**src/rtl/set_pkg.sv**
```systemverilog
// Shared types and constants for the Sobel edge threshold block.
// Used by the top, set_grad and set_checker in rtl/; depends on nothing.
`timescale 1ns / 1ps

package set_pkg;

  // Configuration register indexes
  localparam int unsigned CFG_IDX_W = 2;
  localparam logic [CFG_IDX_W-1:0] CFG_IMAGE_WIDTH  = 2'd0;
  localparam logic [CFG_IDX_W-1:0] CFG_IMAGE_HEIGHT = 2'd1;
  localparam logic [CFG_IDX_W-1:0] CFG_THRESHOLD    = 2'd2;

  // Register field widths and reset values
  localparam int unsigned CFG_DATA_W    = 13;
  localparam int unsigned IMG_WIDTH_W   = 12;
  localparam int unsigned IMG_HEIGHT_W  = 13;
  localparam int unsigned THRESH_W      = 10;
  localparam logic [IMG_WIDTH_W-1:0]  IMG_WIDTH_RST  = 12'd512;
  localparam logic [IMG_HEIGHT_W-1:0] IMG_HEIGHT_RST = 13'd512;
  localparam logic [THRESH_W-1:0]     THRESH_RST     = 10'd125;

  localparam int unsigned PIX_W = 8;

  // Gray weights, sum to 256
  localparam logic [PIX_W-1:0] GRAY_WR = 8'd77;
  localparam logic [PIX_W-1:0] GRAY_WG = 8'd151;
  localparam logic [PIX_W-1:0] GRAY_WB = 8'd28;

  localparam logic [PIX_W-1:0] EDGE_ON  = 8'd255;
  localparam logic [PIX_W-1:0] EDGE_OFF = 8'd0;

  typedef struct packed {
    logic [PIX_W-1:0] red;
    logic [PIX_W-1:0] green;
    logic [PIX_W-1:0] blue;
  } pixel_in_t;

  typedef struct packed {
    logic [PIX_W-1:0] gray;
    logic             window_valid;
    logic             edge_x;
    logic             edge_y;
    logic [PIX_W-1:0] edge_pixel;
    logic             frame_end;
  } result_t;

  // 3x3 gray window, row-major, entry 0 is top-left
  typedef logic [8:0][PIX_W-1:0] window_t;

  typedef struct packed {
    logic edge_x;
    logic edge_y;
  } grad_flags_t;

endpackage

```
**src/rtl/set_grad.sv**
```systemverilog
// Sobel gradients over a 3x3 gray window and threshold test per axis.
// Depends on set_pkg for the window and flag types.
`timescale 1ns / 1ps

module set_grad (
  input  set_pkg::window_t                 win_i,
  input  logic [set_pkg::PIX_W-1:0]        gray_i,
  input  logic                             full_i,
  input  logic [set_pkg::THRESH_W-1:0]     thresh_i,
  output set_pkg::grad_flags_t             flags_o
);

  localparam int unsigned SUM_W = set_pkg::PIX_W + 2;
  localparam int unsigned GRD_W = SUM_W + 2;

  logic [SUM_W-1:0]        gx_pos, gx_neg, gy_pos, gy_neg;
  logic signed [GRD_W-1:0] gx, gy, thr_s;
  logic                    gray_hit;

  always_comb begin
    gx_pos = SUM_W'(win_i[2]) + SUM_W'({win_i[5], 1'b0}) + SUM_W'(win_i[8]);
    gx_neg = SUM_W'(win_i[0]) + SUM_W'({win_i[3], 1'b0}) + SUM_W'(win_i[6]);
    gy_pos = SUM_W'(win_i[6]) + SUM_W'({win_i[7], 1'b0}) + SUM_W'(win_i[8]);
    gy_neg = SUM_W'(win_i[0]) + SUM_W'({win_i[1], 1'b0}) + SUM_W'(win_i[2]);
    gx     = $signed({2'b00, gx_pos}) - $signed({2'b00, gx_neg});
    gy     = $signed({2'b00, gy_pos}) - $signed({2'b00, gy_neg});
    thr_s  = $signed(GRD_W'(thresh_i));
    // Border pixels fall back to thresholded gray on both axes
    gray_hit = {2'b00, gray_i} > thresh_i;
    if (full_i) begin
      flags_o.edge_x = gx > thr_s;
      flags_o.edge_y = gy > thr_s;
    end else begin
      flags_o.edge_x = gray_hit;
      flags_o.edge_y = gray_hit;
    end
  end

endmodule

```
**config.mk**
```make
export PLATFORM = sky130hd
export DESIGN_NAME = set_grad
export DESIGN_NICKNAME = d
export VERILOG_FILES = /design/src/rtl/set_pkg.sv /design/src/rtl/set_grad.sv
export SDC_FILE = /design/constraint.sdc
export NUM_CORES = 1
export LEC_CHECK = 0
export BUFFER_PORTS_ARGS = -buffer_cell sky130_fd_sc_hd__buf_2
export CAP_MARGIN = 20
export CORE_ASPECT_RATIO = 1.2
export CORE_UTILIZATION = 60
export DETAILED_ROUTE_END_ITERATION = 8
export PLACE_DENSITY = 0.89
export SLEW_MARGIN = 20
export SYNTH_ARGS = -nofsm -noshare
export SYNTH_HDL_FRONTEND = slang
export SYNTH_SLANG_ARGS = --single-unit
```
**constraint.sdc**
```tcl
create_clock -name vclk -period 7.7
set_input_delay 0.385 -clock vclk [all_inputs]
set_output_delay 0.385 -clock vclk [all_outputs]
set_load 0.03 [all_outputs]
```
==> impl_metrics.json, run 1 <==
{
  "status": "complete, no violations",
  "worst-slew-pin-transition_ns": 0.5284,
  "post-dp-hpwl_um": 5770,
  "timing_hold_violations_final": 0,
  "placement_rows": 28,
  "dieWidth_um": 67.86,
  "initial_utilization_pct": 62.78,
  "grt.total_usage_pct": 23.26,
  "via_count_of_the_first_global_routing_pass": 2605,
  "grt_antenna_before_repair": 0,
  "portBuffers": 85,
  "layout.cells.most_common_list": "143 x sky130_fd_sc_hd__inv_1, 85 x sky130_fd_sc_hd__buf_2, 62 x sky130_fd_sc_hd__fa_1",
  "final-max-slew-violation-count": 0,
  "floorplan.core_area_um2": 4975,
  "max_freq_ghz": 0.1815,
  "peakVddDrop_uv": 186.0,
  "final.setup.worst_slack_ns": 2.190,
  "timing.critical_path.fanout_max": 2,
  "ff_latch_area_um2": 0,
  "drt-initial-drc-count": 66,
  "synth_area_per_cell_um2": 8.627,
  "power.density_cell_area_nw_per_um2": 288.8,
  "setup.worst_path.start_class": "input port",
  "max-slew-margin-rel_pct": 64.47,
  "p_leak_nw": 2.199,
  "insertedDiodeCount": 0,
  "cell_types_with_the_largest_area_share_after_synthesis": "sky130_fd_sc_hd__fa_1 40%, sky130_fd_sc_hd__ha_1 21%, sky130_fd_sc_hd__inv_1 17%",
  "worst-endpoint-arrival_ns": 5.13,
  "cell_area_synth_um2": 3123,
  "finalSetupTns_ns": 0,
  "route.detailed.wl_per_inst_um": 12.04,
  "routed-via-count": 2596,
  "layout-drive-gt1-share_pct": 19.46,
  "routabilityCongestion": 0.8564,
  "grt_start_max_net_pins": 7,
  "period_minus_slack_ns": 5.510,
  "detail-route-antenna-nets": 0,
  "netlist.top_cell.by_area": "sky130_fd_sc_hd__fa_1",
  "floorplan_die_height_um": 81.03,
  "multi_input_area_um2": 2586,
  "finish.net_count": 654,
  "synthesis.nets": 567,
  "timing.setup.critical_path_class": "in2out",
  "yosys.area.top_type_share_pct": 39.74,
  "crit_path_end_kind": "output port",
  "rsz0062_at_grt": "false",
  "preCtsSetupSlack_ns": 2.222,
  "seq_cells": 0,
  "totalWireLength_um": 6103,
  "postCtsResizedCells": 0,
  "synth_sequential_area_ratio_pct": 0,
  "fin_crit_sh_pct": 71.56,
  "hold_class": "in2out",
  "grt_pass1_wl_um": 9984,
  "final_common_cell": "sky130_fd_sc_hd__inv_1",
  "route.detailed.vias_per_inst": 5.120,
  "fillCellCount": 395,
  "required_ns": 7.32,
  "drc": 0,
  "dieArea_um2": 5499,
  "design.portCount": 93,
  "yosysWarningCount": 0,
  "maxCapViolCount": 0,
  "area_growth_pct": 16.03,
  "final-setup-viol-count": 0,
  "cts_setup_buffers": 0,
  "synth.distinct_cells": 33,
  "nClkBuffers": 0,
  "drt-pass1-iter-count": 4,
  "synthCells": 362,
  "global_route.overflow_total": 0,
  "cts-hold-fix-buffers": 0
}
layout make-up:
| type | count | share of cell area, % |
|---|---|---|
| well taps | 60 | 2.072 |
| multi-input cells | 219 | 71.37 |
| inverters | 143 | 14.81 |
| repair buffers | 85 | 11.74 |
per-layer routing:
layer / up-vias / GRT usage, % / part of all wire (%)
li1: 1291 / - / -
met1: 1230 / 24.73 / 38
met2: 67 / 49.11 / 58
met3: 8 / 0.9831 / 2.8
met4: 0 / 3.125 / 1.1
met5: - / 0 / 0
worst max-delay path, cell delays in order:
cell                        delay, ns
sky130_fd_sc_hd__buf_2           0.07
sky130_fd_sc_hd__inv_1           0.07
sky130_fd_sc_hd__fa_1            0.50
sky130_fd_sc_hd__fa_1            0.57
sky130_fd_sc_hd__inv_1           0.06
sky130_fd_sc_hd__fa_1            0.54
sky130_fd_sc_hd__inv_1           0.07
sky130_fd_sc_hd__fa_1            0.46
sky130_fd_sc_hd__a21o_1          0.22
sky130_fd_sc_hd__a211oi_2        0.24
sky130_fd_sc_hd__nor2b_1         0.10
sky130_fd_sc_hd__o41ai_2         0.25
sky130_fd_sc_hd__xnor2_1         0.11
sky130_fd_sc_hd__ha_1            0.30
sky130_fd_sc_hd__and3_1          0.18
sky130_fd_sc_hd__nand4_1         0.13
sky130_fd_sc_hd__a21oi_1         0.14
sky130_fd_sc_hd__a2111oi_0       0.08
sky130_fd_sc_hd__o41ai_1         0.37
sky130_fd_sc_hd__buf_2           0.26
cell families after synthesis:
family,after synthesis,synth area share [%]
xor+xnor,12,3.365
simple gates,35,6.130
fa+ha+maj,114,60.58
buf+inv,143,17.19
compound gates,58,12.74
Yosys cell counts:
master,number
sky130_fd_sc_hd__a2111oi_0,4
sky130_fd_sc_hd__o21a_1,4
sky130_fd_sc_hd__o41ai_2,1
sky130_fd_sc_hd__nand2b_1,2
sky130_fd_sc_hd__o21ai_0,10
sky130_fd_sc_hd__nor4_1,1
sky130_fd_sc_hd__and3_1,1
sky130_fd_sc_hd__and4_1,1
sky130_fd_sc_hd__a21o_1,7
sky130_fd_sc_hd__xor2_1,4
sky130_fd_sc_hd__o41ai_1,1
sky130_fd_sc_hd__a22o_1,1
sky130_fd_sc_hd__ha_1,52
sky130_fd_sc_hd__nor2_1,9
sky130_fd_sc_hd__a211oi_2,1
sky130_fd_sc_hd__or2b_1,1
sky130_fd_sc_hd__nand2_1,2
sky130_fd_sc_hd__and3b_1,1
sky130_fd_sc_hd__a211oi_1,3
sky130_fd_sc_hd__nand3_1,3
sky130_fd_sc_hd__a21boi_0,1
sky130_fd_sc_hd__a21oi_1,14
sky130_fd_sc_hd__fa_1,62
sky130_fd_sc_hd__nor2b_1,5
sky130_fd_sc_hd__o21bai_1,3
sky130_fd_sc_hd__inv_1,143
sky130_fd_sc_hd__xnor2_1,8
sky130_fd_sc_hd__or4_1,1
sky130_fd_sc_hd__o211ai_1,4
sky130_fd_sc_hd__nand4_1,5
sky130_fd_sc_hd__o221ai_1,1
sky130_fd_sc_hd__o31ai_1,3
sky130_fd_sc_hd__nor3_1,3
where the power goes:
group / internal (mW) / leakage, nW / switching, mW
clock network: 0 / 0 / 0
registers: 0 / 0 / 0
logic: 0.482 / 2.20 / 0.565
total: 0.482 / 2.20 / 0.565
worst paths after layout:
path	start	to	slack (ns)	cells after the start
hold / removal	full_i	flags_o[0]	1.24	4
setup / recovery	win_i[2]	flags_o[1]	2.19	20
per-stage QoR:
stage	hold WS [ns]	cell area (um^2)	util, %	instances	power [mW]
2_1_floorplan	1.035	3123	-	362	0.8100
3_3_place_gp	1.223	3623	72.84	507	0.9804
3_5_place_dp	1.218	3623	72.84	507	1.032
4_1_cts	1.227	3623	72.84	507	1.041
5_1_grt	1.253	3623	72.84	507	1.186
6_report	1.236	3623	72.84	507	1.046
Note: power is estimated with default switching activity, not from simulation.
==> run 2, diff against run 1 <==
--- a/config.mk
+++ b/config.mk
@@ -8,9 +8,9 @@
 export BUFFER_PORTS_ARGS = -buffer_cell sky130_fd_sc_hd__buf_2
 export CAP_MARGIN = 20
 export CORE_ASPECT_RATIO = 1.2
-export CORE_UTILIZATION = 60
+export CORE_UTILIZATION = 50
 export DETAILED_ROUTE_END_ITERATION = 8
-export PLACE_DENSITY = 0.89
+export PLACE_DENSITY = 0.79
 export SLEW_MARGIN = 20
 export SYNTH_ARGS = -nofsm -noshare
 export SYNTH_HDL_FRONTEND = slang
==> constraint.sdc (replaced) <==
create_clock -name vclk -period 4.72
set_input_delay 0.236 -clock vclk [all_inputs]
set_output_delay 0.236 -clock vclk [all_outputs]
set_load 0.03 [all_outputs]
==> impl_metrics.json, run 2 (synthesized netlist as in run 1, its figures left out) <==
{
  "hold_class": "in2out",
  "holdPathEnd": "flags_o[0]",
  "finish.net_count": 685,
  "period_minus_slack_ns": 4.704,
  "routabilityCongestion": 0.8630,
  "totalWireLength_um": 6551,
  "timing.setup.critical_path_class": "in2out",
  "worst_path_max_delay_cell": "sky130_fd_sc_hd__fa_1",
  "worstPathCellList": "buf_2 > inv_1 > fa_1 > fa_1 > inv_1 > fa_1 > inv_2 > ha_4 > a21o_1 > a211oi_2 > nor2b_1 > o41ai_2 > xnor2_1 > ha_1 > and3_4 > nand4_1 > buf_4 > o211ai_1 > o41ai_2 > buf_4",
  "portBuffers": 85,
  "timing.critical_path.fanout_max": 4,
  "max_freq_ghz": 0.2126,
  "drc": 0,
  "rsz0062_at_grt": "true",
  "grt_antenna_before_repair": 0,
  "worst_path_most_repeated_cell": "sky130_fd_sc_hd__fa_1",
  "crit_path_end_kind": "output port",
  "totalPowerFinal_mw": 2.209,
  "seq_cells": 0,
  "route.detailed.wl_per_inst_um": 11.70,
  "worst-endpoint-arrival_ns": 4.47,
  "post-dp-hpwl_um": 5790,
  "grt_start_max_net_pins": 7,
  "worst-slew-pin-transition_ns": 0.5533,
  "insertedDiodeCount": 0,
  "routed-via-count": 2733,
  "final_non_filler_cells": 560,
  "multi_input_area_um2": 2719,
  "min_from": "full_i",
  "final.setup.worst_slack_ns": 0.01552,
  "drt-pass1-iter-count": 4,
  "timing.hold.ws_ns": 0.9274,
  "drt-initial-drc-count": 128,
  "dieWidth_um": 74.15,
  "status": "complete, no violations",
  "final_common_cell": "sky130_fd_sc_hd__inv_1",
  "design.portCount": 93,
  "floorplan_die_height_um": 88.58,
  "detail-route-antenna-nets": 0,
  "worstHoldPathCells": 4,
  "preCtsSetupSlack_ns": -0.3750,
  "fillCellCount": 510,
  "required_ns": 4.48,
  "global_route.overflow_total": 0,
  "power.density_cell_area_nw_per_um2": 546.5,
  "setup.worst_path.start_class": "input port",
  "slowest_delay_ns": 0.55,
  "final-setup-viol-count": 0,
  "dp_cells": 552,
  "timing_hold_violations_final": 0,
  "placement_rows": 31,
  "dieArea_um2": 6567,
  "area_growth_pct": 29.41,
  "peakVddDrop_uv": 294.8,
  "p_leak_nw": 2.365,
  "maxCapViolCount": 0,
  "grt_pass1_wl_um": 10650,
  "nClkBuffers": 0,
  "floorplan.core_area_um2": 6051,
  "layout-drive-gt1-share_pct": 30.13,
  "max-slew-margin-rel_pct": 62.80,
  "grt.total_usage_pct": 20.35,
  "layout.cells.most_common_list": "136 x sky130_fd_sc_hd__inv_1, 81 x sky130_fd_sc_hd__buf_2, 60 x sky130_fd_sc_hd__fa_1",
  "fin_crit_sh_pct": 99.67,
  "finalSetupTns_ns": 0,
  "route.detailed.vias_per_inst": 4.880,
  "initial_utilization_pct": 51.61,
  "final-max-slew-violation-count": 0,
  "via_count_of_the_first_global_routing_pass": 2731,
  "ff_latch_area_um2": 0
}
==> run 2: cell count changes in the layout (fill, tap and decap cells not counted), sizes merged <==
cell / change
buf: +31
==> run 2: where the power goes <==
group          switching (mW)  leakage, nW  internal, mW
sequential                  0            0             0
combinational            1.10         2.37          1.11
clock                       0            0             0
==> run 2: cell type report <==
| cell class | count | area share [%] |
|---|---|---|
| inverter | 143 | 13.28 |
| multi-input combinational | 219 | 67.28 |
| tap | 82 | 2.539 |
| timing repair buffer | 116 | 16.90 |
==> run 2: critical path, delay by kind of cell <==
family,cells,cell delay (ns)
simple gates,3,0.38
compound gates,5,1.04
xor+xnor,1,0.16
buf+inv,6,0.60
fa+ha+maj,5,2.07
==> run 2: worst max path at each step <==
stage	startpoint	endpoint	depth (start not counted)
5_1_grt	win_i[66]	flags_o[0]	19
3_5_place_dp	win_i[2]	flags_o[1]	20
4_1_cts	win_i[50]	flags_o[1]	20
6_report	win_i[51]	flags_o[1]	20
2_1_floorplan	win_i[2]	flags_o[1]	17
3_3_place_gp	win_i[2]	flags_o[1]	20
==> run 2: routing by layer <==
metal  share of wire, %  wire length, um  vias to the layer above  global-route usage (%)
met5                  0                0                        -                       0
met4                1.5              100                        0                   2.448
met3                3.3              217                       12                  0.6834
met2                 58             3817                       86                   42.07
met1                 37             2416                     1292                   23.09
li1                   -                -                     1343                       -
==> run 2: what timing repair did <==
item | CTS | global route
hold buffers | 0 | 0
resized for setup | 26 | 11
buffers inserted | 6 | 2
pin swaps | 30 | 24
endpoints found under the setup margin | 2 | 2
==> run 2: stage by stage <==
| stage | area, um^2 | utilization (%) |
|---|---|---|
| final | 4041 | 66.79 |
| after global routing | 4041 | 66.79 |
| after CTS | 3994 | 66.01 |
| after detailed placement | 3836 | 63.40 |
| after global placement | 3836 | 63.40 |
| after floorplan | 3136 | - |
